===== config.mk =====
export PLATFORM = sky130hd
export DESIGN_NAME = display_scale_quantizer_debounce_core
export DESIGN_NICKNAME = d
export VERILOG_FILES = /design/src/rtl/core/dsqd_pkg.sv /design/src/rtl/core/display_scale_quantizer_debounce_core.sv /design/src/rtl/core/dsqd_track.sv
export SDC_FILE = /design/constraint.sdc
export NUM_CORES = 1
export LEC_CHECK = 0
export BUFFER_PORTS_ARGS = -buffer_cell sky130_fd_sc_hd__buf_2
export CELL_PAD_IN_SITES_DETAIL_PLACEMENT = 1
export CELL_PAD_IN_SITES_GLOBAL_PLACEMENT = 1
export CORE_MARGIN = 8
export CORE_UTILIZATION = 48
export DETAILED_ROUTE_END_ITERATION = 7
export GPL_TIMING_DRIVEN = 1
export PLACE_DENSITY = 0.93
export SYNTH_ARGS = -nofsm -noshare
export SYNTH_HDL_FRONTEND = slang
export SYNTH_HIERARCHICAL = 1
export SYNTH_SLANG_ARGS = --single-unit

===== constraint.sdc =====
create_clock -name clk -period 14.1 [get_ports clk]
set_clock_uncertainty 0.1 [all_clocks]
set_input_delay 2.82 -clock clk [delete_from_list [all_inputs] [get_ports clk]]
set_output_delay 2.82 -clock clk [all_outputs]
set_load 0.005 [all_outputs]

===== src/rtl/core/dsqd_pkg.sv =====
package dsqd_pkg;

  localparam int HEIGHT_BITS = 14;

  // command codes
  localparam logic [1:0] CMD_VIEWPORT = 2'd0;
  localparam logic [1:0] CMD_SET_USER = 2'd1;
  localparam logic [1:0] CMD_REQUEST  = 2'd2;
  localparam logic [1:0] CMD_CONSUME  = 2'd3;

  // register indexes (byte address / 4)
  localparam logic [1:0] REG_USER_MIN = 2'd0;
  localparam logic [1:0] REG_USER_MAX = 2'd1;
  localparam logic [1:0] REG_SETTLE   = 2'd2;

  localparam logic [9:0]  USER_MIN_RESET = 10'd128;
  localparam logic [9:0]  USER_MAX_RESET = 10'd448;
  localparam logic [7:0]  SETTLE_RESET   = 8'd12;

  localparam logic [4:0]  STEP_RESET  = 5'd6;
  localparam logic [4:0]  STEP_MIN    = 5'd3;
  localparam logic [4:0]  STEP_MAX    = 5'd18;
  localparam logic [9:0]  USER_RESET  = 10'd320;
  localparam logic [10:0] SCALE_RESET = 11'd320;
  localparam logic [10:0] SCALE_CAP   = 11'd1024;

  localparam logic [11:0] H_MIN   = 12'd540;
  localparam logic [11:0] H_MAX   = 12'd3240;
  localparam logic [11:0] HYST_PX = 12'd135;
  localparam logic [11:0] HALF_PX = 12'd90;

  // x / 6 == (x * DIV6_RECIP) >> DIV6_SHIFT, exact for x < 2**17
  localparam logic [15:0] DIV6_RECIP = 16'd43691;
  localparam int          DIV6_SHIFT = 18;

  typedef struct packed {
    logic [1:0]             cmd;
    logic [HEIGHT_BITS-1:0] height_px;
    logic [9:0]             user_value_q8;
  } item_t;

  typedef struct packed {
    logic [10:0] scale_q8;
    logic [9:0]  user_scale_q8;
    logic [4:0]  res_sixths;
    logic        rebuild_taken;
  } result_t;

  typedef struct packed {
    logic [4:0] res_step;
    logic [4:0] pending_step;
    logic [7:0] held_count;
  } track_t;

  // pixel height of a step, step * 180
  function automatic logic [11:0] step_px(input logic [4:0] step);
    logic [11:0] px;
    case (step)
      5'd3:    px = 12'd540;
      5'd4:    px = 12'd720;
      5'd5:    px = 12'd900;
      5'd6:    px = 12'd1080;
      5'd7:    px = 12'd1260;
      5'd8:    px = 12'd1440;
      5'd9:    px = 12'd1620;
      5'd10:   px = 12'd1800;
      5'd11:   px = 12'd1980;
      5'd12:   px = 12'd2160;
      5'd13:   px = 12'd2340;
      5'd14:   px = 12'd2520;
      5'd15:   px = 12'd2700;
      5'd16:   px = 12'd2880;
      5'd17:   px = 12'd3060;
      5'd18:   px = 12'd3240;
      default: px = 12'd0;
    endcase
    return px;
  endfunction

endpackage


===== src/rtl/core/display_scale_quantizer_debounce_core.sv =====
// Channel | Direction | Handshake                  | Payload
// item    | in        | item_valid / item_ready    | dsqd_pkg::item_t
// result  | out       | result_valid / result_ready| dsqd_pkg::result_t
// config  | in        | APB psel/penable/pready    | pwdata / prdata (32 bits)
//
// One item per cycle sustained while result is not stalled; an item reaches result
// through the input register, step/user update, and scale divide and flag stages.
// Synchronous active-high reset restores register and state defaults.
// A stall on result backs up stage by stage; empty stages still take data.
module display_scale_quantizer_debounce_core (
  input  logic              clk,
  input  logic              rst,
  input  logic              item_valid,
  output logic              item_ready,
  input  dsqd_pkg::item_t   item,
  output logic              result_valid,
  input  logic              result_ready,
  output dsqd_pkg::result_t result,
  input  logic              psel,
  input  logic              penable,
  input  logic              pwrite,
  input  logic [3:0]        paddr,
  input  logic [31:0]       pwdata,
  output logic [31:0]       prdata,
  output logic              pready
);

  // configuration
  logic [9:0] user_min;
  logic [9:0] user_max;
  logic [7:0] settle;

  // input register
  dsqd_pkg::item_t item_q;
  logic            item_v;

  // stage 1 state and pipeline register
  dsqd_pkg::track_t trk;
  logic [9:0]       user_scale;
  logic             s1_v;
  logic [1:0]       s1_cmd;
  logic [14:0]      s1_prod;
  logic             s1_recomb;
  logic [9:0]       s1_user;
  logic [4:0]       s1_step;

  // stage 2 state and result register
  logic [10:0]       combined_scale;
  logic              rebuild_flag;
  dsqd_pkg::result_t res_q;
  logic              res_v;

  logic en_o;
  logic en_1;
  logic en_i;

  assign en_o         = !res_v || result_ready;
  assign en_1         = !s1_v || en_o;
  assign en_i         = !item_v || en_1;
  assign item_ready   = en_i;
  assign result_valid = res_v;
  assign result       = res_q;

  // ---------------- configuration port
  logic cfg_wr;
  assign cfg_wr = psel && penable && pwrite;
  assign pready = 1'b1;

  always_ff @(posedge clk) begin
    if (rst) begin
      user_min <= dsqd_pkg::USER_MIN_RESET;
      user_max <= dsqd_pkg::USER_MAX_RESET;
      settle   <= dsqd_pkg::SETTLE_RESET;
    end else if (cfg_wr) begin
      case (paddr[3:2])
        dsqd_pkg::REG_USER_MIN: user_min <= pwdata[9:0];
        dsqd_pkg::REG_USER_MAX: user_max <= pwdata[9:0];
        dsqd_pkg::REG_SETTLE:   settle   <= pwdata[7:0];
        default: ;
      endcase
    end
  end

  always_comb begin
    case (paddr[3:2])
      dsqd_pkg::REG_USER_MIN: prdata = {22'd0, user_min};
      dsqd_pkg::REG_USER_MAX: prdata = {22'd0, user_max};
      dsqd_pkg::REG_SETTLE:   prdata = {24'd0, settle};
      default:                prdata = 32'd0;
    endcase
  end

  // ---------------- input register
  always_ff @(posedge clk) begin
    if (rst) begin
      item_v <= 1'b0;
    end else if (en_i) begin
      item_v <= item_valid;
    end
  end

  always_ff @(posedge clk) begin
    if (item_valid && en_i) begin
      item_q <= item;
    end
  end

  // ---------------- stage 1: step tracking and user clamp
  dsqd_pkg::track_t trk_upd;
  dsqd_pkg::track_t trk_next;
  logic             adopt;
  logic [9:0]       u_cl;
  logic [9:0]       user_next;
  logic             recomb;
  logic [14:0]      prod;

  dsqd_track u_track (
    .height_px (item_q.height_px),
    .cur       (trk),
    .settle    (settle),
    .nxt       (trk_upd),
    .adopt     (adopt)
  );

  always_comb begin
    u_cl = item_q.user_value_q8;
    if (u_cl < user_min) u_cl = user_min;
    if (u_cl > user_max) u_cl = user_max;

    trk_next  = trk;
    user_next = user_scale;
    recomb    = 1'b0;
    case (item_q.cmd)
      dsqd_pkg::CMD_VIEWPORT: begin
        trk_next = trk_upd;
        recomb   = adopt;
      end
      dsqd_pkg::CMD_SET_USER: begin
        user_next = u_cl;
        recomb    = (u_cl != user_scale);
      end
      default: ;
    endcase
    prod = 15'(trk_next.res_step) * 15'(user_next);
  end

  always_ff @(posedge clk) begin
    if (rst) begin
      trk.res_step     <= dsqd_pkg::STEP_RESET;
      trk.pending_step <= 5'd0;
      trk.held_count   <= 8'd0;
      user_scale       <= dsqd_pkg::USER_RESET;
      s1_v             <= 1'b0;
    end else begin
      if (en_1) begin
        s1_v <= item_v;
      end
      if (item_v && en_1) begin
        trk        <= trk_next;
        user_scale <= user_next;
      end
    end
  end

  always_ff @(posedge clk) begin
    if (item_v && en_1) begin
      s1_cmd    <= item_q.cmd;
      s1_prod   <= prod;
      s1_recomb <= recomb;
      s1_user   <= user_next;
      s1_step   <= trk_next.res_step;
    end
  end

  // ---------------- stage 2: divide by six, cap, rebuild flag
  logic [30:0] p6;
  logic [12:0] quo;
  logic [10:0] scale;
  logic [10:0] comb_next;
  logic        flag_next;
  logic        taken;

  always_comb begin
    p6    = 31'(s1_prod) * 31'(dsqd_pkg::DIV6_RECIP);
    quo   = p6[30:dsqd_pkg::DIV6_SHIFT];
    scale = (quo > 13'(dsqd_pkg::SCALE_CAP)) ? dsqd_pkg::SCALE_CAP : quo[10:0];

    comb_next = combined_scale;
    flag_next = rebuild_flag;
    taken     = 1'b0;
    if (s1_recomb && (scale != combined_scale)) begin
      comb_next = scale;
      flag_next = 1'b1;
    end
    case (s1_cmd)
      dsqd_pkg::CMD_REQUEST: flag_next = 1'b1;
      dsqd_pkg::CMD_CONSUME: begin
        taken     = rebuild_flag;
        flag_next = 1'b0;
      end
      default: ;
    endcase
  end

  always_ff @(posedge clk) begin
    if (rst) begin
      combined_scale <= dsqd_pkg::SCALE_RESET;
      rebuild_flag   <= 1'b0;
      res_v          <= 1'b0;
    end else begin
      if (en_o) begin
        res_v <= s1_v;
      end
      if (s1_v && en_o) begin
        combined_scale <= comb_next;
        rebuild_flag   <= flag_next;
      end
    end
  end

  always_ff @(posedge clk) begin
    if (s1_v && en_o) begin
      res_q.scale_q8      <= comb_next;
      res_q.user_scale_q8 <= s1_user;
      res_q.res_sixths    <= s1_step;
      res_q.rebuild_taken <= taken;
    end
  end

  // ---------------- checks
  a_step_range: assert property (@(posedge clk) disable iff (rst)
    trk.res_step >= dsqd_pkg::STEP_MIN && trk.res_step <= dsqd_pkg::STEP_MAX)
    else $error("resolution step out of range");

  a_scale_cap: assert property (@(posedge clk) disable iff (rst)
    combined_scale <= dsqd_pkg::SCALE_CAP)
    else $error("combined scale above cap");

  a_pending_set: assert property (@(posedge clk) disable iff (rst)
    trk.held_count != 8'd0 |-> trk.pending_step >= dsqd_pkg::STEP_MIN)
    else $error("count held without a pending step");

  a_consume_clears: assert property (@(posedge clk) disable iff (rst)
    s1_v && en_o && s1_cmd == dsqd_pkg::CMD_CONSUME |=> !rebuild_flag)
    else $error("rebuild flag survived a consume");

endmodule


===== src/rtl/core/dsqd_track.sv =====
module dsqd_track (
  input  logic [dsqd_pkg::HEIGHT_BITS-1:0] height_px,
  input  dsqd_pkg::track_t                 cur,
  input  logic [7:0]                       settle,
  output dsqd_pkg::track_t                 nxt,
  output logic                             adopt
);

  localparam logic [dsqd_pkg::HEIGHT_BITS-1:0] H_LO =
    dsqd_pkg::HEIGHT_BITS'(dsqd_pkg::H_MIN);
  localparam logic [dsqd_pkg::HEIGHT_BITS-1:0] H_HI =
    dsqd_pkg::HEIGHT_BITS'(dsqd_pkg::H_MAX);

  logic [11:0] h_cl;
  logic [4:0]  q;
  logic [11:0] cur_px;
  logic [11:0] diff;
  logic [4:0]  cand;
  logic [7:0]  hc_inc;

  always_comb begin
    if (height_px < H_LO) begin
      h_cl = dsqd_pkg::H_MIN;
    end else if (height_px > H_HI) begin
      h_cl = dsqd_pkg::H_MAX;
    end else begin
      h_cl = height_px[11:0];
    end
  end

  // round half up: largest step whose lower midpoint the height reaches
  always_comb begin
    q = dsqd_pkg::STEP_MIN;
    for (int k = 4; k <= 18; k++) begin
      if (h_cl >= dsqd_pkg::step_px(5'(k)) - dsqd_pkg::HALF_PX) begin
        q = 5'(k);
      end
    end
  end

  always_comb begin
    cur_px = dsqd_pkg::step_px(cur.res_step);
    if (h_cl >= cur_px) begin
      diff = h_cl - cur_px;
    end else begin
      diff = cur_px - h_cl;
    end
    cand = (diff < dsqd_pkg::HYST_PX) ? cur.res_step : q;
  end

  always_comb begin
    nxt    = cur;
    adopt  = 1'b0;
    hc_inc = cur.held_count + 8'd1;
    if (height_px != '0) begin
      if (cand == cur.res_step) begin
        nxt.held_count = 8'd0;
      end else if (cand != cur.pending_step) begin
        nxt.pending_step = cand;
        nxt.held_count   = 8'd1;
      end else if (hc_inc < settle) begin
        nxt.held_count = hc_inc;
      end else begin
        nxt.held_count = 8'd0;
        nxt.res_step   = cand;
        adopt          = 1'b1;
      end
    end
  end

endmodule


==> metrics, run 1 <==
minimum clock period=12.03 ns; crit path max fanout=12; # hold bufs at CTS=0; DRT iter0 DRCs=between 900 and 1000; Die Footprint=about 39000 sq um; Async SR Flop Fraction=0%; Data arrival, critical path=12.16 ns; Clock Latency Late Sink=0.47 ns; Remaining DRCs=0; Cells after Synth=~1800; CTS resizes=0; CTS sink count=157; Hold Vio Cnt, Final=0; Tightest Pin Transition=1.10 ns; I/O Pins=131; Relative slew margins=26.3%; share of cells above drive strength 1=about a tenth; Avg Synthesized Cell Area=8.96 sq um; area growth from synthesis to layout=8.07%; total setup buffers inserted after CTS=0; H-tree Lvls=4; Worst Slack Setup Final=2.07 ns; grt peak-use layer=met2; DRT Wirelength=50100 microns; kind of start point of the critical path=register; worst slack, placed=2.22 ns; max-slew violations=0; register area share after synthesis=25.2%; routability cong.=0.917; fmax=83.1 MHz; Detail Route Antenna Nets=0; met1 Use GR=between 20 and 30%; clk buf depth=2; CORE AREA=32600 sq um; WL per Instance=22.1 microns; Hold Slack=0.328 ns; Non-Filler Instances=2273; met3 global-route usage=about 4.5%; vias per cell=6.02; CP max stage cell=a311oi_2; clock transition at the registers of the reported paths=0.08 ns; Reg2Reg Setup Slack=2.07 ns; CTS buffer count=17; Die W=198 microns; RSZ-0062 raised after global routing=no; EDFF count, synth=between 80 and 90; final setup vio count=0; clock tree root driver cell=clkbuf_16; Mapped Area=15900 sq um; placed insts=2241; detailed-placement wirelength estimate=39100 microns; largest net degree at the start of global routing=57; crit path kind=register to register; Post-synth top flop=edfxtp_1; most frequent CP cell=a21oi_1; CTS tree=done; DIE HEIGHT=198 microns; synthesized flop and latch total=157; endpoint class of the critical path=register; max-cap check violation count=0; initial antenna violation count=0; total track usage=25.8%; ANT cells=0; First-pass DRT Iterations=5; worst min path class=register to register; status=finished clean; met2 usage=47.3%; Tcrit/Tclk final=85.3%; # nets final=2154; Yosys warnings=6; Slowest Stage Delay on Critical Path=0.97 ns; Required @ worst endpoint=around 14 ns; global-route wire length before repair=~81000 microns; Core Rows=66; via count=between 10000 and 15000; initial core utilization=between 40% and 50%; gr ovfl total=0; setup_tns=0 ns; count of input and output buffers=83; vias in the first global route=roughly 15000; Unique masters post-synth=99
## sequential cells by signal, indices dropped and copies added (netlist names)
register	count
s1_v	1
rebuild_flag	1
combined_scale	11
item_q	26
user_min	10
user_scale	10
user_max	10
s1_user	10
trk	18
item_v	1
result_valid	1
s1_prod	15
s1_cmd	2
result	27
settle	8
s1_step	5
s1_recomb	1
## through the flow
stage | cell area [sq um] | utilization, %
CTS | 17200 | 52.7
global placement | 16600 | 50.9
floorplan | 16000 | -
detailed placement | 16600 | 50.9
global route | 17200 | 52.7
finish | 17200 | 52.7
## routing by layer
metal / share of wire (%) / vias to the layer above / wire length (microns)
li1: - / 6240 / -
met1: 40 / 6849 / 19900
met2: 52 / 433 / 26000
met3: 4.3 / 155 / 2140
met4: 4.2 / 0 / 2110
met5: 0 / - / 0
## final timing paths
check	depth (start not counted)	end	startpoint
worst min register to register	0	result[12]	s1_user[6]
worst max-delay path	42	s1_prod[14]	item_q[23]
worst min-delay path	0	result[12]	s1_user[6]
worst max register to register	42	s1_prod[14]	item_q[23]
## Yosys cell counts, drive strengths merged (21+ instances only)
cell    count  area share, %
edfxtp     86             16
xor2       25            1.4
nand3      31           0.98
a31oi      21           0.83
dfxtp      71            8.9
nand2b     23           0.91
clkbuf     50            1.2
nand2     165            4.0
a21o       25            1.2
buf        39            1.7
a21oi     113            3.7
o211ai     22            1.0
xnor2      41            2.3
o21ai      90            2.8
inv       232            5.5
ha        179             14
mux2       24            1.8
mux2i      63            4.0
fa         88             11
nor2      135            3.2
## logic make-up (layout without fill, tap and decap cells)
kind of cell,Yosys count,after routing,share of synthesized area [%]
AO/OA/AOI/OAI,409,409,17.7
AND/OR/NAND/NOR,464,464,14.0
adder cells (fa/ha/maj),268,268,25.2
buffers and inverters,321,357,8.36
multiplexers,87,87,5.81
XOR/XNOR,66,66,3.64
other,2,23,0.0472
flip-flops,157,157,25.2
## cells in the final DEF, fill, tap and decap left out, drive strengths merged, types with 31 or more instances in the layout
cell type	netlist	final
a21oi	113	113
xnor2	41	41
nor2	135	135
ha	179	179
nand3	31	31
edfxtp	86	86
nand2	165	165
dfxtp	71	71
o21ai	90	90
fa	88	88
buf	39	93
inv	232	243
mux2i	63	63
## worst max-delay path, delay by kind of cell, from the launching register on
kind	cells	cell delay, ns
AOI/OAI and AO/OA	14	3.61
and+or+nand+nor	10	2.78
muxes	4	1.25
xor gates and xnor gates	3	0.38
adders and majority gates	6	2.57
buffers and inverters	5	0.69
DFF	1	0.37
## layout make-up
class / count / area [sq um]
Clock inverter: 15 / 160
Multi-Input combinational cell: 1317 / 10700
Tap cell: 442 / 553
Fill cell: 3801 / 15400
Sequential cell: 157 / 4000
Timing Repair Buffer: 93 / 490
Clock buffer: 17 / 425
Inverter: 232 / 871
Power of run 1 is not shown: default switching activity piles up to over one toggle a cycle in this logic, so the estimate is an artifact.
==> run 2, diff against run 1 <==
Settings changed: ABC_AREA from default to 1, CAP_MARGIN from default to 20, CORE_UTILIZATION 48 to 46.
==> metrics, run 2 <==
met1 Use GR=27.6% (-0.95 points); top post-synthesis cells by area=edfxtp_1 (16%), ha_1 (14%), nand2_1 (12%), fa_1 (11%), inv_1 (9.1%); First-pass DRT Iterations=6 (+1); commonest cells after routing, fill and taps aside=nand2_1 (530), inv_1 (394), ha_1 (179); DIE HEIGHT=204 microns (+3.2%); Buf+Inv Stages, Crit Path=6 (+1); routability cong.=0.942 (+2.7%); Die W=204 microns (+3.2%); CTS sink count=157 (unchanged); CTS resizes=0 (unchanged); status=finished clean; minimum clock period=10.65 ns (-1.38 ns); largest net degree at the start of global routing=61 (+7.0%); RSZ-0062 raised after global routing=no; Slowest Stage Delay on Critical Path=0.70 ns (-0.27 ns); Remaining DRCs=0 (unchanged); Commonest cells post-synth=nand2_1 (530), inv_1 (395), ha_1 (179), nor2_1 (171), nand3_1 (136); Mapped Area=16300 sq um (+2.5%); total setup buffers inserted after CTS=0 (unchanged); Worst path top cell family by delay=simple AND/OR/NAND/NOR gates; placed insts=2717 (+21%); I/O Pins=131 (unchanged); H-tree Lvls=4 (unchanged); Post-synth top flop=edfxtp_1; Clock Latency Late Sink=0.45 ns (-0.02 ns); CTS tree=done; DRT Wirelength=51000 microns (+1.7%); share of the synthesized area in the top cell type=15.8% (-0.40 points); total track usage=24.4% (-1.5 points); most frequent cell after synthesis=nand2_1; gr ovfl total=0 (unchanged); crit path max fanout=14 (+2); Core Rows=69 (+4.5%); Non-Filler Instances=2750 (+21%); Avg Synthesized Cell Area=7.36 sq um (-18%); final setup vio count=0 (unchanged); Relative slew margins=25.4% (-0.99 points); Detail Route Antenna Nets=0 (unchanged); via count=15225 (+11%); Unique masters post-synth=57 (-42%); CTS buffer count=17 (unchanged); Required @ worst endpoint=14.21 ns (-0.02 ns); max-slew violations=0 (unchanged); initial core utilization=46.3% (-2.5 points); Async SR Flop Fraction=0% (unchanged); met3 global-route usage=3.19% (-1.3 points); CORE AREA=35200 sq um (+8.0%); Tcrit/Tclk final=75.6% (-9.8 points); Cells after Synth=2214 (+25%); met2 usage=45.6% (-1.7 points); max reg flops=27 (unchanged); clock tree root driver cell=clkbuf_16; # hold bufs at CTS=0 (unchanged); global-route wire length before repair=82600 microns (+2.6%); synthesized flop and latch total=157 (unchanged); area growth from synthesis to layout=8.13% (about the same); most common cell after layout, fill and taps aside=nand2_1; initial antenna violation count=0 (unchanged); share of cells above drive strength 1=9.48% (-1.0 points); detailed-placement wirelength estimate=40300 microns (+3.2%); worst min path class=register to register; EDFF count, synth=86 (unchanged); vias per cell=5.54 (-8.0%); count of input and output buffers=83 (unchanged); Tightest Pin Transition=1.11 ns (+0.00958 ns); WL per Instance=18.5 microns (-16%); clock transition at the registers of the reported paths=0.07 ns (about the same); cell taking the most area after synthesis=edfxtp_1; endpoint class of the critical path=register; CP max stage cell=dfxtp_1; kind of start point of the critical path=register; grt peak-use layer=met2; most frequent CP cell=nand2_1; Data arrival, critical path=10.76 ns (-1.40 ns); Yosys warnings=6 (unchanged); register area share after synthesis=24.6% (-0.62 points); DRT iter0 DRCs=749 (-20%); crit path kind=register to register; setup_tns=0 ns (unchanged); Hold Vio Cnt, Final=0 (unchanged); vias in the first global route=16547 (+8.9%); Die Footprint=41700 sq um (+6.4%); # nets final=2612 (+21%); max-cap check violation count=0 (unchanged); ANT cells=0 (unchanged); clk buf depth=2 (unchanged); fmax=93.9 MHz (+13%)
-- run 2: worst paths after layout --
path | end | startpoint | slack, ns | depth (start not counted)
setup / recovery | s1_prod[14] | trk[13] | 3.45 | 51
hold / removal | result[14] | s1_user[8] | 0.32 | 0
setup reg to reg | s1_prod[14] | trk[13] | 3.45 | 51
hold reg to reg | result[14] | s1_user[8] | 0.32 | 0
-- run 2: logic make-up (layout without fill, tap and decap cells) --
group / after synthesis / in the layout / share of synthesized area (%)
mux: 2 / 2 / 0.123
flops: 157 / 157 / 24.6
compound gates: 291 / 291 / 9.88
xor+xnor: 35 / 35 / 1.88
simple gates: 978 / 978 / 26.9
fa+ha+maj: 267 / 267 / 24.6
buf+inv: 482 / 536 / 12.1
other cells: 2 / 23 / 0.0461
-- run 2: cell type report --
cell class                      instances  area [sq um]
Inverter                              413          1550
Tap cell                              461           577
Timing Repair Buffer                   91           495
Sequential cell                       157          4000
Fill cell                            4547         17600
Clock buffer                           17           425
Multi-Input combinational cell       1596         10400
Clock inverter                         15           164
-- run 2: per-layer routing --
| metal | up-vias | wire (microns) |
|---|---|---|
| met3 | 123 | 1880 |
| met1 | 7542 | 20700 |
| met4 | 0 | 1670 |
| li1 | 7172 | - |
| met5 | - | 0 |
| met2 | 388 | 26700 |
-- run 2: metrics by stage --
step	cell area [sq um]	hold slack (ns)	util, %	worst slack, ns
floorplan	16400	0.300	-	5.88
global placement	17000	0.303	48.3	4.26
detailed placement	17000	0.306	48.3	3.63
CTS	17600	0.323	50.0	3.50
global route	17600	0.328	50.0	2.77
finish	17600	0.322	50.0	3.45
Power of run 2 is left out for the same reason.
==> run 3, diff against run 2 <==
Settings changed: ABC_AREA 1 to 0, CORE_UTILIZATION 46 to 48.
Clock period 14.1 ns to 10.4 ns, I/O delays scaled along.
==> metrics, run 3 (synthesized netlist as in run 1, its figures left out) <==
status=finished clean; # nets final=2208 (-15%); Buf+Inv Stages, Crit Path=8 (+2); clock tree root driver cell=clkbuf_16; max reg flops=27 (unchanged); DRT iter0 DRCs=954 (+27%); worst r2r dst=s1_prod[14]; clk buf depth=2 (unchanged); WL per Instance=21.8 microns (+18%); initial core utilization=48.7% (+2.5 points); commonest cells after routing, fill and taps aside=inv_1 (229), ha_1 (178), nand2_1 (161); CORE AREA=32600 sq um (-7.4%); Remaining DRCs=0 (unchanged); CTS buffer count=17 (unchanged); final setup vio count=0 (unchanged); total track usage=25.8% (+1.5 points); hold path start=s1_step[0]; setup_tns=0 ns (unchanged); count of input and output buffers=83 (unchanged); Core Rows=66 (-4.3%); FF+latch area=4010 sq um (about the same); Clock Latency Late Sink=0.46 ns (about the same); crit path max fanout=7 (-7); RSZ-0062 raised after global routing=yes; Data arrival, critical path=10.17 ns (-0.59 ns); final core utilization=54.4% (+4.3 points); Die W=198 microns (-3.1%); Hold Vio Cnt, Final=0 (unchanged); most frequent CP cell=buf_4; I/O Pins=131 (unchanged); WHS Endpoint=result[1]; critical path depth=44 (-14%); fmax=99.5 MHz (+6.0%); largest net degree at the start of global routing=57 (-6.6%); multi-input logic area=10800 sq um (+3.4%); kind of start point of the critical path=register; Worst path top cell family by delay=adder cells; Non-Filler Instances=2327 (-15%); # hold bufs at CTS=0 (unchanged); Tcrit/Tclk final=96.7% (+21 points); Required @ worst endpoint=10.51 ns (-3.70 ns); Relative slew margins=25.6% (+0.27 points); DRT Wirelength=50700 microns (-0.52%); endpoint class of the critical path=register; max-cap check violation count=0 (unchanged); worst min path class=register to register; vias per cell=5.98 (+8.0%); placed insts=2284 (-16%); Detail Route Antenna Nets=0 (unchanged); global-route wire length before repair=80600 microns (-2.4%); Slowest Stage Delay on Critical Path=0.56 ns (-0.14 ns); # fillers=3774 (-17%); DIE HEIGHT=198 microns (-3.1%); Hold Crit Depth=0 (unchanged); detailed-placement wirelength estimate=39800 microns (-1.4%); share of cells above drive strength 1=14.0% (+4.5 points); most common cell after layout, fill and taps aside=inv_1; initial antenna violation count=0 (unchanged); worst flop-to-flop path startpoint=trk[13]; H-tree Lvls=4 (unchanged); clock transition at the registers of the reported paths=0.08 ns (about the same); area growth from synthesis to layout=11.5%; vias in the first global route=15325 (-7.4%); minimum clock period=10.05 ns (-0.600 ns); crit path kind=register to register; path depth of the worst reg2reg path=44 (-14%); via count=13919 (-8.6%); max-slew violations=0 (unchanged); routability cong.=0.938 (-0.46%); CP max stage cell=fa_1; CTS sink count=157 (unchanged); Reg2Reg Setup Slack=0.35 ns (-3.10 ns); CTS tree=done; ANT cells=0 (unchanged); Die Footprint=39200 sq um (-6.0%); gr ovfl total=0 (unchanged); Tightest Pin Transition=1.11 ns (-0.00327 ns); First-pass DRT Iterations=5 (-1)
==> run 3: how the worst max path moves through the flow <==
stage / to / startpoint
2_1_floorplan: s1_prod[14] / item_q[23]
3_3_place_gp: s1_prod[14] / item_q[17]
3_5_place_dp: s1_prod[14] / item_q[17]
4_1_cts: s1_prod[14] / trk[13]
5_1_grt: s1_prod[14] / item_q[23]
6_report: s1_prod[14] / trk[13]
==> run 3: metal layers <==
layer | up-vias | wire, microns | global-route usage [%]
met5 | - | 0 | 0
met4 | 0 | 2560 | 14.0
met3 | 168 | 2210 | 4.02
met2 | 466 | 26100 | 47.0
met1 | 6935 | 19900 | 28.5
li1 | 6350 | - | -
==> run 3: repair_timing <==
action	CTS	global route
resized for setup	1	24
buffers inserted	3	7
cloned	0	0
pin swaps	2	6
endpoints found under the setup margin	2	4
==> run 3: metrics by stage <==
stage	cell area [sq um]	hold slack [ns]	setup slack [ns]
6_report	17700	0.329	0.347
3_5_place_dp	16900	0.309	-0.0755
2_1_floorplan	16000	0.300	0.414
3_3_place_gp	16900	0.305	0.391
5_1_grt	17700	0.339	-0.0786
4_1_cts	17600	0.328	0.00544
==> run 3: cell type report <==
| cell class | count | area share [%] |
|---|---|---|
| clock buffers | 17 | 2.40 |
| flip-flops and latches | 157 | 22.6 |
| repair buffers | 147 | 5.19 |
| inverters | 232 | 4.91 |
| clock inverters | 15 | 1.09 |
| well taps | 442 | 3.12 |
| multi-input cells | 1317 | 60.7 |
Power of run 3 is left out for the same reason.
